--- config.mk ---
export PLATFORM = sky130hd
export DESIGN_NAME = url_percent_coding_engine_unit
export DESIGN_NICKNAME = d
export VERILOG_FILES = /design/src/design/upce_pkg.sv /design/src/design/upce_front.sv /design/src/design/upce_queue.sv /design/src/design/upce_back.sv /design/src/design/url_percent_coding_engine_unit.sv
export SDC_FILE = /design/constraint.sdc
export NUM_CORES = 1
export LEC_CHECK = 0
export BUFFER_PORTS_ARGS = -buffer_cell sky130_fd_sc_hd__buf_4
export CORE_MARGIN = 3
export CORE_UTILIZATION = 45
export CTS_CLUSTER_SIZE = 14
export DETAILED_ROUTE_END_ITERATION = 7
export PLACE_DENSITY = 0.59
export SETUP_SLACK_MARGIN = 0.1
export SLEW_MARGIN = 10
export SYNTH_ARGS = -nofsm -noshare
export SYNTH_HDL_FRONTEND = slang
export SYNTH_HIERARCHICAL = 1
export SYNTH_SLANG_ARGS = --single-unit
--- constraint.sdc ---
create_clock -name clk -period 4.15 [get_ports clk]
set_input_delay 0.415 -clock clk [delete_from_list [all_inputs] [get_ports clk]]
set_output_delay 0.415 -clock clk [all_outputs]
set_load 0.02 [all_outputs]
--- src/design/upce_pkg.sv ---
package upce_pkg;

    typedef enum logic [1:0] {
        MODE_ENCODE  = 2'd0,
        MODE_DECODE  = 2'd1,
        MODE_UNQUOTE = 2'd2,
        MODE_REQUOTE = 2'd3
    } mode_t;

    typedef enum logic [1:0] {
        PH_IDLE  = 2'd0,
        PH_PCT   = 2'd1,
        PH_DIGIT = 2'd2
    } phase_t;

    // One coded group of up to three output bytes.
    typedef struct packed {
        logic [1:0] cnt;
        logic [7:0] b0;
        logic [7:0] b1;
        logic [7:0] b2;
        logic       last;
    } cmd_t;

    localparam logic [7:0] CH_PERCENT = 8'h25;
    localparam logic [7:0] CH_PLUS    = 8'h2B;
    localparam logic [7:0] CH_SPACE   = 8'h20;

    function automatic logic is_unreserved(input logic [7:0] c);
        logic alnum;
        alnum = (c >= 8'h61 && c <= 8'h7A) || (c >= 8'h41 && c <= 8'h5A) ||
                (c >= 8'h30 && c <= 8'h39);
        return alnum || c == 8'h2D || c == 8'h2E || c == 8'h5F || c == 8'h7E ||
               c == 8'h00;
    endfunction

    function automatic logic is_reserved(input logic [7:0] c);
        logic r;
        case (c)
            8'h21, 8'h23, 8'h24, 8'h25, 8'h26, 8'h27, 8'h28, 8'h29, 8'h2A, 8'h2B,
            8'h2C, 8'h2F, 8'h3A, 8'h3B, 8'h3D, 8'h3F, 8'h40, 8'h5B, 8'h5D,
            8'h7E: r = 1'b1;
            default: r = 1'b0;
        endcase
        return r;
    endfunction

    // Uppercase hex character for a nibble.
    function automatic logic [7:0] hex_digit(input logic [3:0] nib);
        logic [7:0] d;
        if (nib > 4'd9)
            d = {4'd0, nib} + 8'h37;
        else
            d = {4'd0, nib} + 8'h30;
        return d;
    endfunction

    // Invalid characters count as zero.
    function automatic logic [3:0] hex_value(input logic [7:0] c);
        logic [7:0] t;
        t = 8'd0;
        if (c >= 8'h30 && c <= 8'h39)
            t = c - 8'h30;
        else if (c >= 8'h61 && c <= 8'h66)
            t = c - 8'h57;
        else if (c >= 8'h41 && c <= 8'h46)
            t = c - 8'h37;
        return t[3:0];
    endfunction

endpackage

--- src/design/upce_front.sv ---
module upce_front (
    input  logic              clk,
    input  logic              rst_n,
    input  logic              cfg_valid,
    output logic              cfg_ready,
    input  logic [1:0]        coding_mode,
    input  logic              in_valid,
    output logic              in_ready,
    input  logic [7:0]        in_byte,
    input  logic              in_last,
    input  logic              q_full,
    output logic              q_push,
    output upce_pkg::cmd_t    q_cmd
);
    import upce_pkg::*;

    mode_t      mode_reg, mode_next;
    phase_t     phase_reg, phase_next;
    logic [7:0] held_reg, held_next;
    logic       accept;
    logic       plus_sp;
    logic [7:0] plain;
    logic [7:0] dec_val;
    logic       enc_mode;

    assign cfg_ready = 1'b1;
    assign in_ready  = !q_full;
    assign accept    = in_valid && in_ready;
    assign enc_mode  = (mode_reg == MODE_ENCODE) || (mode_reg == MODE_REQUOTE);
    assign plus_sp   = (mode_reg == MODE_DECODE) && (in_byte == CH_PLUS);
    assign plain     = plus_sp ? CH_SPACE : in_byte;
    assign dec_val   = {hex_value(held_reg), hex_value(in_byte)};

    // next state
    always_comb
    begin
        mode_next  = mode_reg;
        phase_next = phase_reg;
        held_next  = held_reg;
        if (cfg_valid)
        begin
            mode_next  = mode_t'(coding_mode);
            phase_next = PH_IDLE;
            held_next  = 8'd0;
        end
        else if (accept)
        begin
            if (enc_mode || in_last)
            begin
                phase_next = PH_IDLE;
                held_next  = 8'd0;
            end
            else
            begin
                case (phase_reg)
                    PH_IDLE:
                    begin
                        if (in_byte == CH_PERCENT)
                            phase_next = PH_PCT;
                    end
                    PH_PCT:
                    begin
                        phase_next = PH_DIGIT;
                        held_next  = in_byte;
                    end
                    PH_DIGIT:
                    begin
                        phase_next = PH_IDLE;
                        held_next  = 8'd0;
                    end
                    default:
                    begin
                        phase_next = PH_IDLE;
                        held_next  = 8'd0;
                    end
                endcase
            end
        end
    end

    // outputs: coded group for the current byte
    always_comb
    begin
        q_cmd      = '0;
        q_cmd.last = in_last;
        if (enc_mode)
        begin
            if (is_unreserved(in_byte) ||
                (mode_reg == MODE_REQUOTE && is_reserved(in_byte)))
            begin
                q_cmd.cnt = 2'd1;
                q_cmd.b0  = in_byte;
            end
            else
            begin
                q_cmd.cnt = 2'd3;
                q_cmd.b0  = CH_PERCENT;
                q_cmd.b1  = hex_digit(in_byte[7:4]);
                q_cmd.b2  = hex_digit(in_byte[3:0]);
            end
        end
        else
        begin
            case (phase_reg)
                PH_PCT:
                begin
                    if (in_last)
                    begin
                        q_cmd.cnt = 2'd2;
                        q_cmd.b0  = CH_PERCENT;
                        q_cmd.b1  = plain;
                    end
                end
                PH_DIGIT:
                begin
                    if (mode_reg == MODE_DECODE || is_unreserved(dec_val))
                    begin
                        q_cmd.cnt = 2'd1;
                        q_cmd.b0  = dec_val;
                    end
                    else
                    begin
                        q_cmd.cnt = 2'd3;
                        q_cmd.b0  = CH_PERCENT;
                        q_cmd.b1  = held_reg;
                        q_cmd.b2  = in_byte;
                    end
                end
                default:
                begin
                    if (in_byte == CH_PERCENT)
                    begin
                        if (in_last)
                        begin
                            q_cmd.cnt = 2'd1;
                            q_cmd.b0  = CH_PERCENT;
                        end
                    end
                    else
                    begin
                        q_cmd.cnt = 2'd1;
                        q_cmd.b0  = plain;
                    end
                end
            endcase
        end
    end

    // bytes that only open an escape produce nothing
    assign q_push = accept && (q_cmd.cnt != 2'd0);

    always_ff @(posedge clk or negedge rst_n)
    begin
        if (!rst_n)
        begin
            mode_reg  <= MODE_ENCODE;
            phase_reg <= PH_IDLE;
            held_reg  <= 8'd0;
        end
        else
        begin
            mode_reg  <= mode_next;
            phase_reg <= phase_next;
            held_reg  <= held_next;
        end
    end

endmodule

--- src/design/upce_queue.sv ---
module upce_queue #(
    parameter int DEPTH = 2
) (
    input  logic           clk,
    input  logic           rst_n,
    input  logic           push,
    input  upce_pkg::cmd_t push_cmd,
    output logic           full,
    input  logic           pop,
    output logic           head_valid,
    output upce_pkg::cmd_t head_cmd
);
    import upce_pkg::*;

    localparam int PTR_W = $clog2(DEPTH);
    localparam int CNT_W = $clog2(DEPTH + 1);

    cmd_t             mem_reg [DEPTH];
    logic [PTR_W-1:0] wr_ptr_reg, wr_ptr_next;
    logic [PTR_W-1:0] rd_ptr_reg, rd_ptr_next;
    logic [CNT_W-1:0] count_reg, count_next;

    assign full       = (count_reg == CNT_W'(DEPTH));
    assign head_valid = (count_reg != '0);
    assign head_cmd   = mem_reg[rd_ptr_reg];

    always_comb
    begin
        wr_ptr_next = wr_ptr_reg;
        rd_ptr_next = rd_ptr_reg;
        count_next  = count_reg;
        if (push)
            wr_ptr_next = (wr_ptr_reg == PTR_W'(DEPTH - 1)) ? '0 : wr_ptr_reg + 1'b1;
        if (pop)
            rd_ptr_next = (rd_ptr_reg == PTR_W'(DEPTH - 1)) ? '0 : rd_ptr_reg + 1'b1;
        if (push && !pop)
            count_next = count_reg + 1'b1;
        else if (pop && !push)
            count_next = count_reg - 1'b1;
    end

    always_ff @(posedge clk)
    begin
        if (push)
            mem_reg[wr_ptr_reg] <= push_cmd;
    end

    always_ff @(posedge clk or negedge rst_n)
    begin
        if (!rst_n)
        begin
            wr_ptr_reg <= '0;
            rd_ptr_reg <= '0;
            count_reg  <= '0;
        end
        else
        begin
            wr_ptr_reg <= wr_ptr_next;
            rd_ptr_reg <= rd_ptr_next;
            count_reg  <= count_next;
        end
    end

endmodule

--- src/design/upce_back.sv ---
module upce_back (
    input  logic           clk,
    input  logic           rst_n,
    input  logic           q_valid,
    input  upce_pkg::cmd_t q_cmd,
    output logic           q_pop,
    output logic           out_valid,
    input  logic           out_ready,
    output logic [7:0]     out_byte,
    output logic           out_last
);
    import upce_pkg::*;

    cmd_t       cmd_reg, cmd_next;
    logic [1:0] idx_reg, idx_next;
    logic       busy_reg, busy_next;
    logic       out_valid_reg, out_valid_next;
    logic [7:0] out_byte_reg, out_byte_next;
    logic       out_last_reg, out_last_next;

    cmd_t       src;
    logic [1:0] src_idx;
    logic       have;
    logic       out_load;
    logic       step;
    logic       final_byte;
    logic [7:0] sel_byte;

    // a fresh group is served straight from the queue head
    assign src        = busy_reg ? cmd_reg : q_cmd;
    assign src_idx    = busy_reg ? idx_reg : 2'd0;
    assign have       = busy_reg || q_valid;
    assign out_load   = !out_valid_reg || out_ready;
    assign step       = out_load && have;
    assign final_byte = (src_idx == (src.cnt - 2'd1));
    assign q_pop      = step && !busy_reg;

    always_comb
    begin
        case (src_idx)
            2'd1:    sel_byte = src.b1;
            2'd2:    sel_byte = src.b2;
            default: sel_byte = src.b0;
        endcase
    end

    always_comb
    begin
        cmd_next       = cmd_reg;
        idx_next       = idx_reg;
        busy_next      = busy_reg;
        out_valid_next = out_valid_reg;
        out_byte_next  = out_byte_reg;
        out_last_next  = out_last_reg;
        if (out_load)
            out_valid_next = have;
        if (step)
        begin
            out_byte_next = sel_byte;
            out_last_next = src.last && final_byte;
            busy_next     = !final_byte;
            idx_next      = final_byte ? 2'd0 : src_idx + 2'd1;
            if (!busy_reg)
                cmd_next = q_cmd;
        end
    end

    always_ff @(posedge clk or negedge rst_n)
    begin
        if (!rst_n)
        begin
            idx_reg       <= 2'd0;
            busy_reg      <= 1'b0;
            out_valid_reg <= 1'b0;
        end
        else
        begin
            idx_reg       <= idx_next;
            busy_reg      <= busy_next;
            out_valid_reg <= out_valid_next;
        end
    end

    always_ff @(posedge clk)
    begin
        cmd_reg      <= cmd_next;
        out_byte_reg <= out_byte_next;
        out_last_reg <= out_last_next;
    end

    assign out_valid = out_valid_reg;
    assign out_byte  = out_byte_reg;
    assign out_last  = out_last_reg;

endmodule

--- src/design/url_percent_coding_engine_unit.sv ---
// Channel   Signals                                 Dir   Word
// cfg       cfg_valid / cfg_ready, coding_mode      in    coding mode (2 bits)
// in        in_valid / in_ready, in_byte, in_last   in    one input byte, end mark
// out       out_valid / out_ready, out_byte, out_last out  one coded byte, end mark
//
// Each input word expands to 0..3 output words (3 for a percent-encoded byte);
// the output register sends one word per cycle while out_ready allows.
// Input words are taken every cycle while the group queue has room.
// Reset clears mode (encode), escape state, queue and output valid.
// Stalls on out_ready back up through the queue to in_ready only.
module url_percent_coding_engine_unit #(
    parameter int QUEUE_DEPTH = 2
) (
    input  logic       clk,
    input  logic       rst_n,
    input  logic       cfg_valid,
    output logic       cfg_ready,
    input  logic [1:0] coding_mode,
    input  logic       in_valid,
    output logic       in_ready,
    input  logic [7:0] in_byte,
    input  logic       in_last,
    output logic       out_valid,
    input  logic       out_ready,
    output logic [7:0] out_byte,
    output logic       out_last
);
    import upce_pkg::*;

    // front -> queue -> back
    logic q_full;
    logic q_push;
    cmd_t q_in_cmd;
    logic q_pop;
    logic q_valid;
    cmd_t q_head_cmd;

    // classify bytes and track the pending escape
    upce_front u_front (
        .clk         (clk),
        .rst_n       (rst_n),
        .cfg_valid   (cfg_valid),
        .cfg_ready   (cfg_ready),
        .coding_mode (coding_mode),
        .in_valid    (in_valid),
        .in_ready    (in_ready),
        .in_byte     (in_byte),
        .in_last     (in_last),
        .q_full      (q_full),
        .q_push      (q_push),
        .q_cmd       (q_in_cmd)
    );

    // short queue of coded groups so each side stalls on its own
    upce_queue #(
        .DEPTH (QUEUE_DEPTH)
    ) u_queue (
        .clk        (clk),
        .rst_n      (rst_n),
        .push       (q_push),
        .push_cmd   (q_in_cmd),
        .full       (q_full),
        .pop        (q_pop),
        .head_valid (q_valid),
        .head_cmd   (q_head_cmd)
    );

    // serialize each group into output words
    upce_back u_back (
        .clk       (clk),
        .rst_n     (rst_n),
        .q_valid   (q_valid),
        .q_cmd     (q_head_cmd),
        .q_pop     (q_pop),
        .out_valid (out_valid),
        .out_ready (out_ready),
        .out_byte  (out_byte),
        .out_last  (out_last)
    );

endmodule
==> summary.md, run 1 <==
| Metric | Value |
|---|---|
| Status | finished, final reports clean |
| Post-cts resize count | 0 |
| Setup CP Type | in2reg |
| Row count | 43 |
| DRT Pass-1 Iters | 5 |
| Largest net degree at the start of global routing | 37 |
| YS warnings | 6 |
| Clk_lat worst skew | ~0.36 ns |
| Post-synth net total | 617 |
| First-pass GRT wire length | 24.7 mm |
| GP Congestion | 0.921 |
| # diodes | 0 |
| Sequential fraction of the synthesis area | 0.485 |
| Worst Setup Start Kind | primary input |
| Die footprint | 0.0162 sq mm |
| Vias | 4,607 |
| Worst vdd ir | 236 uV |
| Gr usage total | 0.195 |
| Total congestion overflow | 0 |
| Worst setup EP type | flop |
| Clock Skew | 0.0109 ns |
| Starting Density | 0.468 |
| Max capacitance violation total | 0 |
| Most frequent cells in the layout | edfxtp_1, nand2_1, o21ai_0 |
| Final Slew Violations | 0 |
| Port bufs | 26 |
| Hold WS | 0.268 ns |
| CTS tree | done |
| Fill cells | approximately 1,300 |
| RSZ-0062 raised after global routing | false |
| Syn Std Cell Area | 0.00660 sq mm |
| Die width | 127 um |
| Pwr Total | around 4.4 mW |
| Post-cts hold buffer count | 1 |
| Synth async-reset ratio | 0.182 |
| Drt total wl | 15.4 mm |
| Area Overhead vs Synth | 9.50% |
| Root Driver | clkbuf_16 |
| Final setup fails | 0 |
| Worst reg2reg path depth | 9 |
| Final worst path period share | 0.867 |
| Core Area | 0.0141 sq mm |
| Placed cell area | 0.00688 sq mm |
| WHS Path Cells | 3 |
| Initial antenna violation count | 0 |
| Worst Max-Slew Pin Slew | slightly below 1 ns |
| Wirelength per Cell | approximately 20 um |
| RR Endpoint | u_queue/mem_reg[0][10] |
| DRC viols | 0 |
| Pwr per Cell Area | 603 mW/mm^2 |
| DP HPWL | around 11 mm |
| Final Hold Vio Count | 0 |
| Number of flops mapped to enable cells by yosys | 90 |
| Setup bufs post-CTS | 0 |
| Most common cell after layout, fill and taps aside | edfxtp_1 |
| TritonCTS Buffers | 9 |
| Initial DRC Count | between 300 and 400 |
| Setup TNS | 0 ns |
| Total clock sinks | 110 |
| Critical Path AT | approximately 3.7 ns |
| Post-route cell area | approximately 0.0072 sq mm |
| Worst Hold Class | in2reg |
| Vias/cell | 5.93 |
| Clock Tree Buf Depth | 2 |
| Internal reg-to-reg setup slack | roughly 0.85 ns |
| Antenna-violating nets left | 0 |
| WHS Endpoint | u_front/mode_reg[1] |
| Worst-path clk slew | 0.07 ns |
| Slew margin rel. | 0.360 |
| CP required | 4.30 ns |
| Worst r2r src | u_front/held_reg[0] |
| Fmax | 0.278 GHz |
| Lkg Pwr | 2.71 nW |
| Yosys cell types | 80 |
| Crit path time final | roughly 3.6 ns |
| Nets | 631 |
| Crit path max fanout | 17 |
| Number of flip-flops under the largest register name | 54 |
| Synth Instances | 578 |
| Hold path startpoint | coding_mode[1] |
| Share of cells above drive strength 1 | 0.229 |
| Number of global-route vias before repair | roughly 4,500 |
| Main flop type after synthesis | edfxtp_1 |
| Top Ports | 28 |
| Yosys reg bits | 110 |
| H-tree depth | 3 |
| DIE HEIGHT | between 100 and 150 um |
| Mapped Avg Cell Area | 11.4 sq um |
[report_power, final]
group,internal [mW],switching (mW),leakage [nW]
Combinational,0.741,0.823,1.44
Sequential,1.68,0.165,1.11
Clock,0.541,0.405,0.158
[worst max-delay path by stage]
stage / from / slack, ns / cells past startpoint / endpoint
3_3_place_gp: in_byte[1] / 0.40 / 11 / u_queue/mem_reg[0][18]
6_report: in_byte[1] / 0.55 / 11 / u_queue/mem_reg[0][10]
2_1_floorplan: in_byte[1] / 0.65 / 12 / u_queue/mem_reg[0][14]
4_1_cts: in_byte[1] / 0.67 / 11 / u_queue/mem_reg[0][18]
3_5_place_dp: in_byte[1] / 0.29 / 11 / u_queue/mem_reg[1][18]
5_1_grt: in_byte[1] / 0.30 / 11 / u_queue/mem_reg[1][9]
[area by class of cell]
class | instances | area, sq um | share of cell area
clock buffer | 10 | 229 | 0.0317
clock inverter | 6 | 104 | 0.0144
inverter | 20 | 75.1 | 0.0104
multi-input combinational | 413 | 3100 | 0.429
sequential | 110 | 3200 | 0.443
tap | 180 | 225 | 0.0312
timing repair buffer | 38 | 288 | 0.0398
[cell usage after synthesis (5+ instances only)]
cell	n	area share
nor2_1	30	0.017
nand2_1	67	0.038
mux2_2	28	0.048
nor4_1	5	0.0047
a31oi_1	5	0.0047
inv_1	20	0.011
o21ai_0	39	0.030
mux2_4	27	0.061
nor3_1	5	0.0038
nand2b_1	6	0.0057
dfrtp_1	20	0.076
xor2_1	6	0.0080
clkbuf_1	18	0.010
and2_1	7	0.0066
edfxtp_1	90	0.41
or4_1	6	0.0068
nand3_1	7	0.0053
ha_1	23	0.044
o31ai_1	5	0.0057
nor2b_1	17	0.016
o21ai_2	7	0.0093
o21bai_1	5	0.0057
a21oi_1	20	0.015
buf_6	6	0.010
a22oi_1	13	0.015
[logic make-up after synthesis]
logic type	Yosys count	share of synthesized area
AO/OA/AOI/OAI	143	0.156
XOR/XNOR	10	0.0133
adder cells (fa/ha/maj)	23	0.0436
buffers and inverters	55	0.0449
flip-flops	110	0.485
multiplexers	59	0.115
other	1	0.000568
AND/OR/NAND/NOR	177	0.141
[worst max-delay path, stage by stage]
cell and delay, ns:
buf_4 0.21, inv_1 0.16, ha_1 0.28, or4b_4 0.56, a311oi_2 0.35, a21oi_2 0.11, nor3b_1 0.56, o22ai_1 0.17
nand4_1 0.22, nand3_4 0.27, o31ai_1 0.41
[metrics by stage]
step           std cells  utilization  setup slack, ns
6_report             777        0.513            0.553
5_1_grt              777        0.513            0.298
4_1_cts              777        0.513            0.669
3_5_place_dp         760        0.488            0.289
3_3_place_gp         760        0.488            0.395
2_1_floorplan        578            -            0.650
[layer usage]
| layer | vias to the layer above | global-route usage | share of wire |
|---|---|---|---|
| met5 | - | 0 | 0 |
| met4 | 0 | 0.0580 | 0.018 |
| met3 | 25 | 0.0389 | 0.044 |
| met2 | 139 | 0.316 | 0.48 |
| met1 | 2258 | 0.266 | 0.46 |
| li1 | 2185 | - | - |
No activity file was read; power rests on OpenSTA's default activity.
==> run 2, diff against run 1 <==
CORE_ASPECT_RATIO = 0.75   (was unset)
clock period = 4.59 ns   (was 4.15 ns; I/O delays follow)
==> summary.md, run 2 (synthesized netlist as in run 1, its figures left out) <==
| Metric | Value |
|---|---|
| Status | finished, final reports clean |
| Max capacitance violation total | 0 |
| Top Ports | 28 |
| First-pass GRT wire length | between 20 and 30 mm |
| Worst vdd ir | 364 uV |
| Initial DRC Count | 438 |
| DRC viols | 0 |
| Total congestion overflow | 0 |
| Worst-path clk slew | approximately 0.070 ns |
| TritonCTS Buffers | 9 |
| Pwr per Cell Area | 537 mW/mm^2 |
| Worst Max-Slew Pin Slew | 1.06 ns |
| Root Driver | clkbuf_16 |
| Final WS setup | slightly above 0.9 ns |
| Lkg Pwr | roughly 2.7 nW |
| Antenna-violating nets left | 0 |
| Die width | 146 um |
| Worst Setup Start Kind | primary input |
| Setup CP Type | in2reg |
| Placed cell area | between 0.006 and 0.007 sq mm |
| Final Hold Vio Count | 0 |
| Sequential Area | 0.00320 sq mm |
| WHS Path Cells | 3 |
| Setup TNS | 0 ns |
| Die footprint | 0.0162 sq mm |
| Share of cells above drive strength 1 | 0.221 |
| Row count | 37 |
| DIE HEIGHT | 111 um |
| Final std cells w/o fill | between 700 and 800 |
| Pre-CTS WS | about 0.64 ns |
| Setup bufs post-CTS | 0 |
| Util after Layout | 0.511 |
| GP Congestion | 0.970 |
| Final Slew Violations | 0 |
| Initial antenna violation count | 0 |
| Number of global-route vias before repair | 4,433 |
| Number of flip-flops under the largest register name | 54 |
| Vias/cell | 5.94 |
| DP HPWL | ~11 mm |
| Multi-input logic area | 0.00310 sq mm |
| Largest net degree at the start of global routing | 42 |
| Post-route cell area | 0.00717 sq mm |
| Fill cells | around 1,300 |
| Most frequent cells in the layout | edfxtp_1, nand2_1, o21ai_0 |
| DRT Pass-1 Iters | 5 |
| Crit path max fanout | 17 |
| Core Area | 0.0140 sq mm |
| CTS tree | done |
| H-tree depth | 3 |
| Placed Cells | 770 |
| Port bufs | 26 |
| Final worst path period share | 0.797 |
| Worst reg2reg path depth | 9 |
| Area Overhead vs Synth | 8.68% |
| Hold WS | 0.322 ns |
| Nets | between 600 and 700 |
| Total clock sinks | 110 |
| RSZ-0062 raised after global routing | false |
| Post-cts hold buffer count | 1 |
| Worst Hold Class | in2reg |
| Clock Tree Buf Depth | 2 |
| Starting Density | 0.471 |
| Critical Path AT | 3.78 ns |
| Worst setup EP type | flop |
| Final setup fails | 0 |
| Drt total wl | 15.6 mm |
| Fmax | between 0.2 and 0.3 GHz |
| Vias | 4,673 |
| # diodes | 0 |
| Hold path startpoint | coding_mode[1] |
| Clock Skew | 0.0128 ns |
| CP required | roughly 4.7 ns |
| Pwr Total | 3.85 mW |
| Post-cts resize count | 0 |
| Crit path time final | 3.66 ns |
| Worst setup startpoint | in_byte[1] |
| Most common cell after layout, fill and taps aside | edfxtp_1 |
| Gr usage total | 0.194 |
| Worst r2r src | u_front/held_reg[0] |
| Wirelength per Cell | 19.9 um |
| Clk_lat worst skew | 0.35 ns |
| Slew margin rel. | 0.291 |
-- run 2: final timing paths --
check	to	slack [ns]
worst min register to register	u_queue/count_reg[1]	0.50
worst min-delay path	u_front/mode_reg[1]	0.32
min in group asynchronous	u_back/busy_reg	0.53
worst max register to register	u_queue/mem_reg[0][18]	1.30
max in group asynchronous	u_front/held_reg[3]	3.83
worst max-delay path	u_queue/mem_reg[0][2]	0.93
-- run 2: worst max-delay path, stage by stage --
cell and delay (ns):
buf_4 0.22, inv_1 0.15, ha_1 0.28, or4b_4 0.56
a311oi_2 0.36, a21oi_2 0.13, nor3b_1 0.55, o22ai_1 0.16
nand4_1 0.22, nand4_2 0.28, o21ai_0 0.40
-- run 2: routing by layer --
metal | vias up | track usage | wire length, um
met5 | - | 0 | 0
met4 | 0 | 0.0392 | 95
met3 | 8 | 0.0388 | 955
met2 | 162 | 0.277 | 6810
met1 | 2326 | 0.303 | 7780
li1 | 2177 | - | -
-- run 2: layout make-up --
type | count | area share
tap | 195 | 0.0340
clock buffer | 10 | 0.0319
inverter | 20 | 0.0105
clock inverter | 6 | 0.00959
multi-input combinational | 413 | 0.433
timing repair buffer | 33 | 0.0349
sequential | 110 | 0.447
-- run 2: report_power, final --
part | internal [mW] | switching (mW)
combinational | 0.658 | 0.785
clock | 0.428 | 0.355
sequential | 1.52 | 0.104
total | 2.61 | 1.24
==> run 3, diff against run 2 <==
ABC_AREA = 1   (was unset)
clock period = 3.55 ns   (was 4.59 ns; I/O delays follow)
==> summary.md, run 3 <==
| Metric | Value |
|---|---|
| GP Congestion | 0.935 |
| Met2 routed WL | slightly above 7 mm |
| Initial antenna violation count | 0 |
| Highest routed layer | met4 |
| Crit path max fanout | 14 |
| CP required | roughly 3.6 ns |
| Setup TNS | 0 ns |
| Yosys reg bits | 110 |
| Pre-CTS WS | 0.0960 ns |
| Ranking of synthesized cells by area | edfxtp_1, nand2_1, dfrtp_1, inv_1, ha_1 |
| DRC viols | 0 |
| Syn Std Cell Area | 0.00685 sq mm |
| Final worst path period share | 0.897 |
| Starting Density | 0.466 |
| Internal reg-to-reg setup slack | roughly 0.37 ns |
| Share of cells above drive strength 1 | 0.213 |
| Clock Skew | about 0.011 ns |
| Status | finished, final reports clean |
| Crit-path slowest cell | dfrtp_1 |
| WP buf/inv | 4 |
| Setup CP Type | reg2reg |
| RR Endpoint | u_queue/mem_reg[0][12] |
| Crit path time final | 3.18 ns |
| Area Overhead vs Synth | 10.9% |
| Total congestion overflow | 0 |
| Post-synthesis mux area share | 0.0548 |
| Setup bufs post-CTS | 0 |
| Top cell type's share of synthesized area | 0.395 |
| Max capacitance violation total | 0 |
| Antenna-violating nets left | 0 |
| Mapped Avg Cell Area | 9.43 sq um |
| Post-synth net total | 765 |
| Worst-path clk slew | 0.07 ns |
| Crit-path leading delay family | simple AND/OR/NAND/NOR gates |
| Commonest cells in the synthesized netlist | nand2_1, edfxtp_1, inv_1, nand3_1, nor2_1 |
| Number of global-route vias before repair | 5,045 |
| Top cell type by total area after synthesis | edfxtp_1 |
| Worst Max-Slew Pin Slew | 0.664 ns |
| Final setup fails | 0 |
| Worst vdd ir | ~300 uV |
| DRT Pass-1 Iters | 6 |
| Pwr per Cell Area | 695 mW/mm^2 |
| Port bufs | 26 |
| Total clock sinks | 110 |
| Most common cell after layout, fill and taps aside | nand2_1 |
| Yosys cell types | 46 |
| Worst r2r src | u_front/held_reg[1] |
| Gr usage total | 0.202 |
| RSZ-0062 raised after global routing | false |
| Sequential fraction of the synthesis area | 0.468 |
| Final Slew Violations | 0 |
| Number of flops mapped to enable cells by yosys | 90 |
| Post-route cell area | 0.00760 sq mm |
| Largest stage delay on the critical path | 0.42 ns |
| Row count | 38 |
| Lkg Pwr | 3.23 nW |
| Fmax | 0.314 GHz |
| Worst Setup Start Kind | flop |
| Worst setup startpoint | u_front/held_reg[1] |
| H-tree depth | 3 |
| Root Driver | clkbuf_16 |
| Placed cell area | 0.00722 sq mm |
| First-pass GRT wire length | 26.8 mm |
| Worst reg2reg path depth | 21 |
| DIE HEIGHT | 113 um |
| Metal-1 WL | slightly above 8 mm |
| Synth Area in Compound Gates | 0.125 |
| Dominant cell by count in the synthesized netlist | nand2_1 |
| Drt total wl | around 17 mm |
| CP Depth | 21 |
| Initial DRC Count | about 510 |
| Cells along the critical path | inv_2 > ha_1 > o21ai_0 > nand2_1 > nand2_4 > nand2_1 > o21ai_0 > nand3_1 > nor2_1 > nand2_1 > nand3_1 > nor2_2 > nand3_2 > nand2_2 > nand2_2 > nand3_1 > nand2_1 > inv_2 > inv_1 > nor2_4 > buf_12 |
| Final Hold Vio Count | 0 |
| Slew margin rel. | 0.556 |
| Number of flip-flops under the largest register name | 54 |
| # diodes | 0 |
| Synth async-reset ratio | 0.182 |
| Die footprint | 0.0167 sq mm |
| Xor/xnor share of the synthesized area | 0.00512 |
| Core Area | 0.0147 sq mm |
| Nets | roughly 800 |
| YS warnings | 6 |
| Simple-gate share of the synthesized area | 0.219 |
| Most frequent cells in the layout | nand2_1, edfxtp_1, inv_1 |
| Critical Path AT | about 3.2 ns |
| WL met3 | 960 um |
| Cell mode on critical path | nand2_1 |
| Clk_lat worst skew | 0.34 ns |
| Main combinational cell family by area after synthesis | simple AND/OR/NAND/NOR gates |
| Die width | 148 um |
| Wirelength per Cell | 17.1 um |
| DP HPWL | between 10 and 15 mm |
| Vias/cell | 5.37 |
| Synth Instances | ~730 |
| Main flop type after synthesis | edfxtp_1 |
| Worst Setup EP | u_queue/mem_reg[0][12] |
| Vias | roughly 5,200 |
| Final WS setup | roughly 0.37 ns |
| Top Ports | 28 |
| Worst Hold Class | in2reg |
| Largest net degree at the start of global routing | 42 |
| Synth Area in Adders | 0.0420 |
| Clock Tree Buf Depth | 2 |
| TritonCTS Buffers | 9 |
| Worst setup EP type | flop |
| CTS tree | done |
[run 3: cell count changes after synthesis, moves of 13 or more]
cell and change:
nand2_1 +90, inv_1 +59, nand3_1 +39, mux2_2 -20, or2_1 +20, nor2b_1 -17
clkbuf_1 -15, nor2_1 +14, a22oi_1 -13, o211ai_2 +13, o21a_1 +13
[run 3: logic make-up after synthesis]
family,Yosys count
adders and majority gates,23
other,1
and+or+nand+nor,322
muxes,27
buffers and inverters,114
DFF,110
AOI/OAI and AO/OA,125
xor gates and xnor gates,4
[run 3: worst min path at each step]
stage / start / to / slack [ns] / cells after the start
2_1_floorplan: rst_n / u_back/busy_reg / 0.06 / 0
3_3_place_gp: rst_n / u_front/phase_reg[0] / 0.25 / 1
3_5_place_dp: rst_n / u_front/phase_reg[1] / 0.25 / 1
4_1_cts: out_ready / u_back/out_valid / 0.21 / 2
5_1_grt: coding_mode[0] / u_front/mode_reg[0] / 0.22 / 3
6_report: cfg_valid / u_front/mode_reg[1] / 0.22 / 2
[run 3: per-stage QoR]
stage / hold slack (ns) / power, mW / utilization / cells
CTS: 0.205 / 5.30 / 0.513 / 962
global route: 0.222 / 5.65 / 0.517 / 964
global placement: 0.247 / 4.22 / 0.491 / 945
detailed placement: 0.254 / 4.28 / 0.491 / 945
finish: 0.222 / 5.28 / 0.517 / 964
floorplan: 0.0594 / 3.82 / - / 726
[run 3: final cells by class]
class / count / area [sq um]
Clock buffer: 11 / 243
Inverter: 89 / 342
Tap cell: 200 / 250
Fill cell: 1375 / 7100
Timing Repair Buffer: 47 / 402
Clock inverter: 5 / 57.6
Multi-Input combinational cell: 502 / 3100
Sequential cell: 110 / 3210
[run 3: worst reg2reg max path, stage by stage, from the launching register on]
cell and delay (ns):
dfrtp_1 0.42, inv_2 0.13, ha_1 0.19, o21ai_0 0.09, nand2_1 0.10, nand2_4 0.08, nand2_1 0.19, o21ai_0 0.22
nand3_1 0.15, nor2_1 0.05, nand2_1 0.06, nand3_1 0.08, nor2_2 0.14, nand3_2 0.10, nand2_2 0.08, nand2_2 0.08
nand3_1 0.10, nand2_1 0.06, inv_2 0.08, inv_1 0.07, nor2_4 0.21, buf_12 0.19
[run 3: per-layer routing]
layer,vias to the layer above,track usage
met5,-,0
met4,0,0.0252
met3,6,0.0420
met2,150,0.304
met1,2492,0.309
li1,2530,-
[run 3: repair_timing]
action,in CTS,in global routing
hold buffers,1,0
endpoints found under the hold margin,20,0
setup endpoints to repair,0,56
gates resized for setup,0,10
[run 3: where the power goes]
group	switching (mW)	internal (mW)	leakage, nW	total, mW
combinational	1.28	0.850	1.97	2.13
sequential	0.140	2.01	1.11	2.15
clock	0.439	0.568	0.150	1.01
total	1.86	3.42	3.23	5.28
